===== src/rtl/core/tbp_pkg.sv =====
// Shared types and defaults for the tournament branch predictor.
`default_nettype none

package tbp_pkg;

  localparam int GLOBAL_HISTORY_BITS_DEF = 12;
  localparam int LOCAL_HISTORY_BITS_DEF  = 10;
  localparam int PC_INDEX_BITS_DEF       = 10;
  localparam int GLOBAL_COUNTER_BITS_DEF = 2;
  localparam int LOCAL_COUNTER_BITS_DEF  = 3;

  localparam int PC_WIDTH     = 10;
  localparam int CHOOSER_BITS = 2;
  localparam int MID_DEPTH    = 2;
  localparam int OUT_DEPTH    = 4;

  typedef struct packed {
    logic [PC_WIDTH-1:0] pc_low_bits;
    logic                taken;
  } tbp_req_t;

  typedef struct packed {
    logic predicted_taken;
    logic chose_global;
    logic mispredicted;
  } tbp_rsp_t;

endpackage

`default_nettype wire


===== src/rtl/core/tbp_fifo.sv =====
// Small register-based FIFO with occupancy count.
`default_nettype none

module tbp_fifo #(
  parameter int WIDTH = 8,
  parameter int DEPTH = 2,
  localparam int AW = $clog2(DEPTH),
  localparam int CW = $clog2(DEPTH + 1)
) (
  input  wire logic             clk_i,
  input  wire logic             rst_ni,
  input  wire logic             push_i,
  input  wire logic [WIDTH-1:0] data_i,
  input  wire logic             pop_i,
  output logic      [WIDTH-1:0] data_o,
  output logic                  full_o,
  output logic                  empty_o,
  output logic      [CW-1:0]    count_o
);

  logic [WIDTH-1:0] mem [DEPTH];
  logic [AW-1:0]    wr_q, wr_d, rd_q, rd_d;
  logic [CW-1:0]    cnt_q, cnt_d;
  logic             push_ok, pop_ok;

  assign full_o  = (cnt_q == CW'(DEPTH));
  assign empty_o = (cnt_q == '0);
  assign count_o = cnt_q;
  assign data_o  = mem[rd_q];
  assign push_ok = push_i && !full_o;
  assign pop_ok  = pop_i && !empty_o;

  always_comb begin
    wr_d  = wr_q;
    rd_d  = rd_q;
    cnt_d = cnt_q;
    if (push_ok) begin
      wr_d = (wr_q == AW'(DEPTH - 1)) ? '0 : wr_q + 1'b1;
    end
    if (pop_ok) begin
      rd_d = (rd_q == AW'(DEPTH - 1)) ? '0 : rd_q + 1'b1;
    end
    case ({push_ok, pop_ok})
      2'b10:   cnt_d = cnt_q + 1'b1;
      2'b01:   cnt_d = cnt_q - 1'b1;
      default: cnt_d = cnt_q;
    endcase
  end

  always_ff @(posedge clk_i) begin
    if (push_ok) begin
      mem[wr_q] <= data_i;
    end
  end

  always_ff @(posedge clk_i or negedge rst_ni) begin
    if (!rst_ni) begin
      wr_q  <= '0;
      rd_q  <= '0;
      cnt_q <= '0;
    end else begin
      wr_q  <= wr_d;
      rd_q  <= rd_d;
      cnt_q <= cnt_d;
    end
  end

endmodule

`default_nettype wire


===== src/rtl/core/tbp_front.sv =====
// Front end: accepts branch requests, tags them with global history, queues them.
`default_nettype none

module tbp_front #(
  parameter int GLOBAL_HISTORY_BITS = tbp_pkg::GLOBAL_HISTORY_BITS_DEF
) (
  input  wire logic                           clk_i,
  input  wire logic                           rst_ni,
  input  wire logic                           hold_i,
  input  wire logic                           push_i,
  input  wire tbp_pkg::tbp_req_t              req_i,
  output logic                                full_o,
  output logic                                head_valid_o,
  output tbp_pkg::tbp_req_t                   head_req_o,
  output logic [GLOBAL_HISTORY_BITS-1:0]      head_gh_o,
  input  wire logic                           head_pop_i
);

  import tbp_pkg::*;

  localparam int GHB = GLOBAL_HISTORY_BITS;
  localparam int QW  = GHB + $bits(tbp_req_t);

  logic [GHB-1:0] gh_q, gh_d;
  logic           accept;
  logic           q_full, q_empty;
  logic [QW-1:0]  q_data;

  assign full_o       = hold_i || q_full;
  assign accept       = push_i && !full_o;
  assign head_valid_o = !q_empty;
  assign {head_gh_o, head_req_o} = q_data;

  // shift the actual direction into the global history
  assign gh_d = accept ? GHB'({gh_q, req_i.taken}) : gh_q;

  always_ff @(posedge clk_i or negedge rst_ni) begin
    if (!rst_ni) begin
      gh_q <= '1;
    end else begin
      gh_q <= gh_d;
    end
  end

  tbp_fifo #(
    .WIDTH (QW),
    .DEPTH (MID_DEPTH)
  ) u_mid_q (
    .clk_i   (clk_i),
    .rst_ni  (rst_ni),
    .push_i  (accept),
    .data_i  ({gh_q, req_i}),
    .pop_i   (head_pop_i),
    .data_o  (q_data),
    .full_o  (q_full),
    .empty_o (q_empty),
    .count_o ()
  );

endmodule

`default_nettype wire


===== config.mk =====
export PLATFORM = sky130hd
export DESIGN_NAME = tbp_front
export DESIGN_NICKNAME = d
export VERILOG_FILES = /design/src/rtl/core/tbp_pkg.sv /design/src/rtl/core/tbp_fifo.sv /design/src/rtl/core/tbp_front.sv
export SDC_FILE = /design/constraint.sdc
export NUM_CORES = 1
export LEC_CHECK = 0
export ABC_AREA = 1
export ABC_CLOCK_PERIOD_IN_PS = 3450
export BUFFER_PORTS_ARGS = -buffer_cell sky130_fd_sc_hd__buf_2
export CAP_MARGIN = 40
export CORE_MARGIN = 8
export CORE_UTILIZATION = 55
export DETAILED_ROUTE_END_ITERATION = 16
export GPL_TIMING_DRIVEN = 0
export PLACE_DENSITY = 0.9
export RECOVER_POWER = 50
export SLEW_MARGIN = 0
export SYNTH_ARGS = -nofsm -noshare
export SYNTH_HDL_FRONTEND = slang
export SYNTH_HIERARCHICAL = 1
export SYNTH_SLANG_ARGS = --single-unit

===== constraint.sdc =====
create_clock -name clk_i -period 3.45 [get_ports clk_i]
set_input_delay 0.5175 -clock clk_i [delete_from_list [all_inputs] [get_ports clk_i]]
set_output_delay 0.5175 -clock clk_i [all_outputs]
set_load 0.1 [all_outputs]

## Word level (Yosys, flattened, before mapping)

Memories as Yosys holds them, arrays and structs flattened.
Index checks and enable logic that the tools add are counted.

| word-level totals | value |
|---|---|
| bits in registers | 16 |
| RAM bits | 46 |
| input bits | 16 |
| output and inout port bits | 25 |
| logic and storage cells | 26 |
| memories kept | 1 |

| operators by class | value |
|---|---|
| add/sub/neg operators | 4 |
| equality and inequality tests | 3 |
| multiplexer cells | 5 |
| reduce and logical (&&, ||, !) cells | 9 |

Memory list:

| name | depth | bits a word | rd ports | clocked after memory_dff | wr ports | RTL line | text |
|---|---|---|---|---|---|---|---|
| u_mid_q.mem | 2 | 23 | 1 | 0 | 1 | tbp_fifo.sv:21 | `logic [WIDTH-1:0] mem [DEPTH];` |

Operator list:

| kind | number |
|---|---|
| $eq 2x2->1 const B | 2 |
| $mux 1 | 4 |
| $pmux 2 s2 | 1 |
| $logic_and 1x1->1 | 3 |
| $logic_not 1->1 | 3 |
| $add 1x1->1 const B | 2 |
| $add 2x1->2 const B | 1 |
| $eq 2x1->1 const B | 1 |
| $logic_not 2->1 | 1 |
| $reduce_bool 2->1 | 1 |
| $sub 2x1->2 const B | 1 |
| $logic_or 1x1->1 | 1 |

## Longest topological paths before layout

Gate-level depths: netlist (run 1).

| logic depth | value |
|---|---|
| depth after elaboration | 7 |
| depth in mapped cells | 13 |
| depth with buffers taken out | 12 |

## Hierarchy

Netlist (run 1), hierarchy kept.

By module, submodules not included:

| module | instances | cells an instance | area an instance (um^2) | sequential area each (um^2) |
|---|---|---|---|---|
| tbp_fifo | 1 | 153 | 1926.8 | 1481.4 |
| tbp_front | 1 | 56 | 531.8 | 315.3 |

## Least setup slack after synthesis (run 1)

Ideal clock, no wire load.

| path | value |
|---|---|
| kind | register -> register |
| start | register u_mid_q.cnt_q[1], in the netlist u_mid_q/count_o[1] |
| end | memory u_mid_q/mem[1][0] (netlist name), enable pin |
| setup time | 403 ps |
| data arrival time | 2064 ps |
| required time | 3047 ps |
| slack | 984 ps |
| stages on the path, launching flop included | 9 |
| buffers on the path | 1 |
| period minus slack after synthesis | 2466 ps |
| cells stage by stage | dfrtp_1 inv_1 nor2_2 nor2_4 nand2_4 buf_6 inv_1 o21ai_2 nor2_1 |

| between the ends | value |
|---|---|
| longest elaborated chain between the ends | 7 |
| elaborated cells between the ends (all ways) | 8 |
| those cells by class | eq/ne: 1; mux: 2; reduce/logical: 5 |

RTL lines:

| element | RTL line | text |
|---|---|---|
| start: declaration | tbp_fifo.sv:23 | `logic [CW-1:0] cnt_q, cnt_d;` |
| start signal: assignment | tbp_fifo.sv:64 | `cnt_q <= cnt_d;` |
| $eq 2x2->1 | tbp_fifo.sv:26 | `assign full_o = (cnt_q == CW'(DEPTH));` |
| net q_full | tbp_front.sv:26 | `logic q_full, q_empty;` |
| $logic_or 1x1->1 | tbp_front.sv:29 | `assign full_o = hold_i \|\| q_full;` |
| $logic_not 1->1 | tbp_front.sv:30 | `assign accept = push_i && !full_o;` |
| $logic_and 1x1->1 | tbp_front.sv:30 |  |
| net accept | tbp_front.sv:25 | `logic accept;` |
| $logic_and 1x1->1 | tbp_fifo.sv:30 | `assign push_ok = push_i && !full_o;` |
| $mux 1 | tbp_fifo.sv:51 | `if (push_ok) begin` |
| $mux 1 (not written as such) | tbp_fifo.sv:52 | `mem[wr_q] <= data_i;` |
| end: declaration | tbp_fifo.sv:21 |  |

The timed path passes the listed nets, and every way through them passes these cells.

## Worst setup path in the final report (run 1)

| path | value |
|---|---|
| start | register u_mid_q.cnt_q[1], in the netlist u_mid_q/count_o[1] |
| end | memory u_mid_q/mem[1][8] (netlist name), enable pin |

Same word-level chain as after synthesis.

==> results_dict.tcl, run 1 <==
set metrics [dict create \
    status "complete, no violations" \
    report.final.slew_viol_count 0 \
    ios 41 \
    drt_iter0_markers 116 \
    min_period_over_period 0.7723 \
    vias 1585 \
    cp.arrival_ns 2.71 \
    worst_setup_path_end_kind "flip-flop" \
    clk_pin_slew_ns 0.06 \
    h-tree-depth 3 \
    hold_violations 0 \
    cts_tree "yes" \
    finalCriticalPeriod_ns 2.665 \
    dp_cells 303 \
    cts-root-buf "clkbuf_8" \
    drt_first_pass_iters 4 \
    multi_input_area_um2 528.0 \
    fp-row-count 24 \
    ant_nets 0 \
    drc 0 \
    num-fill-cells 319 \
    critPathKind "flip-flop to flip-flop" \
    postSynthAreaPerCell_um2 11.76 \
    die_area_um2 6866 \
    yosys.area.top_type "edfxtp_1" \
    routed_wl_um 4703 \
    cts_buffers 9 \
    viasPerCell 4.969 \
    rsz0062_at_grt "no" \
    grt_pass1_vias 1663 \
    grt_max_degree 17 \
    synth_area_leaders "edfxtp_1, nand2_1, dfstp_2" \
    cpPeakStageDelay_ns 0.46 \
    synth-seq-cells 62 \
    cts.sinks 62 \
    wl_per_cell_um 14.74 \
    clk_latency_ns 0.34 \
    post_synth_num_cell_types 20 \
    min_path_type "input port to async pin" \
    cts_setup_buffers 0 \
    setup_viol 0 \
    regToRegSetupSlack_ns 0.79 \
    crit_slowest_cell "nor2_2" \
    port_buffers 40 \
    die_w_um 82.86 \
    syn_nets 226 \
    reg2reg_to "u_mid_q/mem[1][8]$_DFFE_PP_" \
    die-height_um 82.86 \
    rr_worst_depth 9 \
    slew_headroom 0.3958 \
    worst-path-max-fanout 16 \
    place_congestion 0.7799 \
    ys_seq_area_frac 0.7308 \
    start_kind "flip-flop" \
    hold_buffers 0 \
    stdcell_count 319 \
    timing.rr.start "u_mid_q/count_o[1]$_DFFE_PN0P_" \
    area_growth_pct 20.31 \
    cap_violations 0 \
    synth_top_area_frac 0.5618 \
    regArea_um2 1797 \
    diodes 0 \
    tightest_slew_ns 0.9062 \
    hpwl_um 3260 \
    cts_buffer_depth 2 \
    grt-ovfl-total 0 \
    finalNetCount 279 \
    initial_core_util 0.5686 \
    layout-drive-gt1-share 0.2472 \
    netlist_instances 209 \
    cts-resized-gates 0 \
    globalRouteTotalUtil 0.1406 \
    syn_area_um2 2459 \
    crit_required_ns 3.49 \
    path_cells "inv_1 > nor2_1 > nor2_1 > nand2_4 > clkbuf_1 > inv_1 > o21ai_2 > nor2_2 > buf_16" \
    core_um2 4324 \
    antenna_found_initial 0 \
    fin_setup_tns_ns 0 \
    clock.fmax_mhz 375.3 \
    skew_ns 0.004987 \
    grt_pass1_wl_um 7659 \
    crit_path_start "u_mid_q/count_o[1]$_DFFE_PN0P_" \
    synth.yosys.warnings 6 \
]
layout by cell type, fill, tap and decap left out, drive strengths merged, types with 2 or more instances in the layout:
| cell type | instances |
|---|---|
| clkinv | 3 |
| bufinv | 2 |
| dfstp | 12 |
| inv | 13 |
| clkbuf | 16 |
| nand2 | 104 |
| edfxtp | 46 |
| nand3 | 15 |
| dfrtp | 4 |
| nor2 | 3 |
| buf | 45 |
stage by stage:
stage / util / instance area [um2] / hold WS [ns] / setup WS [ns]
global placement: 0.6299 / 2724 / 0.4363 / 0.3809
detailed placement: 0.6403 / 2769 / 0.4511 / 1.235
finish: 0.6840 / 2958 / 0.2875 / 0.7854
floorplan: - / 2459 / 0.2219 / 0.9836
CTS: 0.6898 / 2983 / 0.08889 / 1.157
global route: 0.6840 / 2958 / 0.3437 / 0.5955
metal layers:
| layer | routed length [um] | vias to the layer above | GRT usage |
|---|---|---|---|
| met4 | 74 | 0 | 0.06869 |
| li1 | - | 788 | - |
| met5 | 0 | - | 0 |
| met2 | 2466 | 50 | 0.2489 |
| met1 | 1848 | 738 | 0.1391 |
| met3 | 313 | 9 | 0.05566 |
critical path: cells and delay by family (launching register included):
family	cells	cell delay, ns
buffers and inverters	4	0.78
AO/OA/AOI/OAI	1	0.09
flip-flops	1	0.39
AND/OR/NAND/NOR	4	1.12
final cells by class:
cell class / instances / area share
well taps: 52 / 0.02200
plain buffers: 8 / 0.02200
inverters: 13 / 0.01734
clock buffers: 11 / 0.04780
repair buffers: 42 / 0.08037
flip-flops and latches: 62 / 0.6074
multi-input cells: 126 / 0.1785
clock inverters: 5 / 0.02453
registers in the layout, indices dropped and copies added, names as in the netlist:
signal           count
u_mid_q/rd_q         1
u_mid_q/wr_q         1
gh_q                12
u_mid_q/count_o      2
u_mid_q/mem         46
cells by family (layout without fill, tap and decap cells):
| family | after synthesis | in the layout | share of synthesized area |
|---|---|---|---|
| flip-flops | 62 | 62 | 0.7308 |
| AO/OA/AOI/OAI | 1 | 1 | 0.003563 |
| AND/OR/NAND/NOR | 123 | 123 | 0.2066 |
| buffers and inverters | 21 | 79 | 0.05038 |
| XOR/XNOR | 1 | 1 | 0.003563 |
| adder cells (fa/ha/maj) | 1 | 1 | 0.005088 |
cell usage after synthesis:
cell type / instances
edfxtp_1: 46
nor2_4: 1
buf_4: 3
nor2_2: 1
inv_4: 1
o21ai_2: 1
nand2_4: 1
xnor2_1: 1
inv_2: 2
nand4_1: 1
buf_6: 4
dfstp_2: 12
buf_2: 1
nand3_1: 15
nand2_1: 100
inv_1: 10
ha_1: 1
nand2_2: 3
nor2_1: 1
dfrtp_1: 4
worst max-delay path by stage:
stage                                   end  slack [ns]  cells after the start
2_1_floorplan   u_mid_q/mem[1][0]$_DFFE_PP_        0.98                      8
3_3_place_gp   u_mid_q/mem[1][11]$_DFFE_PP_        0.38                      7
3_5_place_dp   u_mid_q/mem[1][11]$_DFFE_PP_        1.24                      9
4_1_cts                              full_o        1.16                      5
5_1_grt         u_mid_q/mem[1][8]$_DFFE_PP_        0.60                      9
6_report        u_mid_q/mem[1][8]$_DFFE_PP_        0.79                      9
Power of run 1 is left out: the tool's default activity adds up to more than one toggle a clock period on the data nets, which glitch-free logic cannot reach.
==> inputs of run 2 (changes only) <==
--- a/config.mk
+++ b/config.mk
@@ -5,15 +5,15 @@
 export SDC_FILE = /design/constraint.sdc
 export NUM_CORES = 1
 export LEC_CHECK = 0
-export ABC_AREA = 1
-export ABC_CLOCK_PERIOD_IN_PS = 3450
+export ABC_AREA = 0
+export ABC_CLOCK_PERIOD_IN_PS = 2400
 export BUFFER_PORTS_ARGS = -buffer_cell sky130_fd_sc_hd__buf_2
 export CAP_MARGIN = 40
 export CORE_MARGIN = 8
-export CORE_UTILIZATION = 55
+export CORE_UTILIZATION = 49
 export DETAILED_ROUTE_END_ITERATION = 16
 export GPL_TIMING_DRIVEN = 0
-export PLACE_DENSITY = 0.9
+export PLACE_DENSITY = 0.86
 export RECOVER_POWER = 50
 export SLEW_MARGIN = 0
 export SYNTH_ARGS = -nofsm -noshare
==> constraint.sdc (replaced) <==
create_clock -name clk_i -period 2.4 [get_ports clk_i]
set_input_delay 0.36 -clock clk_i [delete_from_list [all_inputs] [get_ports clk_i]]
set_output_delay 0.36 -clock clk_i [all_outputs]
set_load 0.1 [all_outputs]
==> run 2 against run 1 <==
- die area is 8.9% higher
- sequential cell count stayed put
- global-route usage is 2.4 points lower
- count of clock-buffer cells in the layout is 5 higher
- critical path depth is 2 lower
- wire length is 16% lower
- worst setup slack worse by 0.59 ns
- worst hold slack worse by 0.070 ns
==> results_dict.tcl, run 2 <==
set metrics [dict create \
    hold_violations 0 \
    post_synth_num_cell_types 17 \
    synth.yosys.warnings 6 \
    timing.rr.start "u_mid_q/count_o[0]$_DFFE_PN0P_" \
    stdcell_count 244 \
    globalRouteTotalUtil 0.1166 \
    routed_wl_um 3931 \
    ios 41 \
    cts_tree "yes" \
    tightest_slew_ns 0.8802 \
    min_path_type "input port to flip-flop" \
    hold_buffers 1 \
    finalNetCount 189 \
    drt_iter0_markers 71 \
    initial_core_util 0.5116 \
    cts_setup_buffers 0 \
    area_growth_pct 21.76 \
    viasPerCell 4.787 \
    layout-drive-gt1-share 0.5028 \
    worst_setup_path_end_kind "flip-flop" \
    die-height_um 86.46 \
    finalCriticalPeriod_ns 2.205 \
    clk_latency_ns 0.33 \
    wl_per_cell_um 16.11 \
    crit_required_ns 2.44 \
    core_um2 4755 \
    yosys.area.top_type "edfxtp_1" \
    cp.arrival_ns 2.24 \
    antenna_found_initial 0 \
    syn_nets 135 \
    die_area_um2 7474 \
    ys_seq_area_frac 0.7387 \
    rsz0062_at_grt "no" \
    status "complete, no violations" \
    drc 0 \
    netlist_instances 118 \
    skew_ns 0.004327 \
    synth-async-reset-ratio 0.2581 \
    place_congestion 0.7325 \
    die_w_um 86.46 \
    synth_top_area_frac 0.5679 \
    layout_commonest_cell "edfxtp_1" \
    cts-root-buf "clkbuf_8" \
    min_period_over_period 0.9189 \
    largest_reg_flops 46 \
    cts-resized-gates 0 \
    clock.fmax_mhz 453.4 \
    cts_buffer_depth 2 \
    grt_pass1_vias 1329 \
    clk_pin_slew_ns 0.06 \
    grt-ovfl-total 0 \
    slew_headroom 0.4132 \
    yosys-top-cells-count "edfxtp_1, mux2_4, mux2_2, dfstp_2" \
    regArea_um2 1797 \
    fin_area_um2 2962 \
    h-tree-depth 3 \
    hp-start "req_i[4]" \
    final_cell_mix "edfxtp_1, buf_2, mux2_4" \
    syn_area_um2 2432 \
    synth-seq-cells 62 \
    critPathKind "flip-flop to flip-flop" \
    hpwl_um 2774 \
    report.final.slew_viol_count 0 \
    grt_pass1_wl_um 6479 \
    synth_ff_type "edfxtp_1" \
    fp-row-count 25 \
    dp_cells 227 \
    num-fill-cells 366 \
    postSynthAreaPerCell_um2 20.61 \
    cts.sinks 62 \
    worst-path-max-fanout 18 \
    port_buffers 40 \
    dpl_cell_area_um2 2774 \
    synth_edf_count 46 \
    start_kind "flip-flop" \
    cts_buffers 9 \
    cap_violations 0 \
    ant_nets 0 \
    multi_input_area_um2 583.1 \
    synth_area_leaders "edfxtp_1, dfstp_2, mux2_4" \
    crit_path_start "u_mid_q/count_o[0]$_DFFE_PN0P_" \
    top_register "u_mid_q/mem" \
    grt_max_degree 19 \
    diodes 0 \
    setup_viol 0 \
    yosysMostFrequentCell "edfxtp_1" \
    drt_first_pass_iters 4 \
    vias 1168 \
]
## run 2: changes by cell type in the layout (fill, tap and decap cells not counted), moves of 3 or more
cell      previous run  this run
buf_2               37        32
buf_4                3         0
clkbuf_1             6        11
clkbuf_8            10        13
inv_1               10         2
mux2_2               0        16
mux2_4               0        19
nand2_1            101         1
nand3_1             15         0
## run 2: kinds of logic after synthesis
group	synth area share
DFF	0.7387
and+or+nand+nor	0.02521
muxes	0.1914
adders and majority gates	0.005143
xor gates and xnor gates	0.01801
buffers and inverters	0.02160
## run 2: final timing paths
kind | to | slack [ns] | cells past startpoint
worst min-delay path | u_mid_q/mem[1][4]$_DFFE_PP_ | 0.22 | 1
worst max-delay path | u_mid_q/mem[0][10]$_DFFE_PP_ | 0.19 | 7
worst max register to register | u_mid_q/mem[0][10]$_DFFE_PP_ | 0.19 | 7
worst min register to register | u_mid_q/count_o[1]$_DFFE_PN0P_ | 0.50 | 1
max in group asynchronous | u_mid_q/rd_q$_DFFE_PN0P_ | 1.20 | 2
min in group asynchronous | u_mid_q/count_o[0]$_DFFE_PN0P_ | 0.67 | 2
## run 2: final cells by class
type                       count  area share
buffer                         4     0.01521
multi-input combinational     50      0.1969
sequential                    62      0.6067
tap                           67     0.02831
clock buffer                  16     0.06422
timing repair buffer          43     0.08619
inverter                       2    0.002535
## run 2: per-stage QoR
stage                     hold WS, ns  TNS [ns]  utilization  worst slack [ns]
after global routing           0.2054         0       0.6229           0.07720
after floorplan               0.06441         0            -            0.2448
after global placement         0.2795    -2.480       0.5718           -0.1090
after detailed placement       0.2902         0       0.5834            0.2057
final                          0.2176         0       0.6229            0.1946
after CTS                      0.2014         0       0.6255            0.1972
## run 2: metal layers
| layer | up-vias | wire length, um | track usage |
|---|---|---|---|
| met2 | 41 | 1857 | 0.1868 |
| met4 | 0 | 51 | 0.05634 |
| met1 | 573 | 1727 | 0.1274 |
| li1 | 547 | - | - |
| met3 | 7 | 295 | 0.05482 |
| met5 | - | 0 | 0 |
## run 2: worst max-delay path, cell delays in order (launching register included)
cell	delay, ns
dfrtp_1	0.41
nand2b_1	0.17
inv_1	0.09
nor3b_4	0.30
buf_6	0.20
nand2_1	0.12
nor2_2	0.40
buf_16	0.22
Power of run 2 is left out for the same reason.
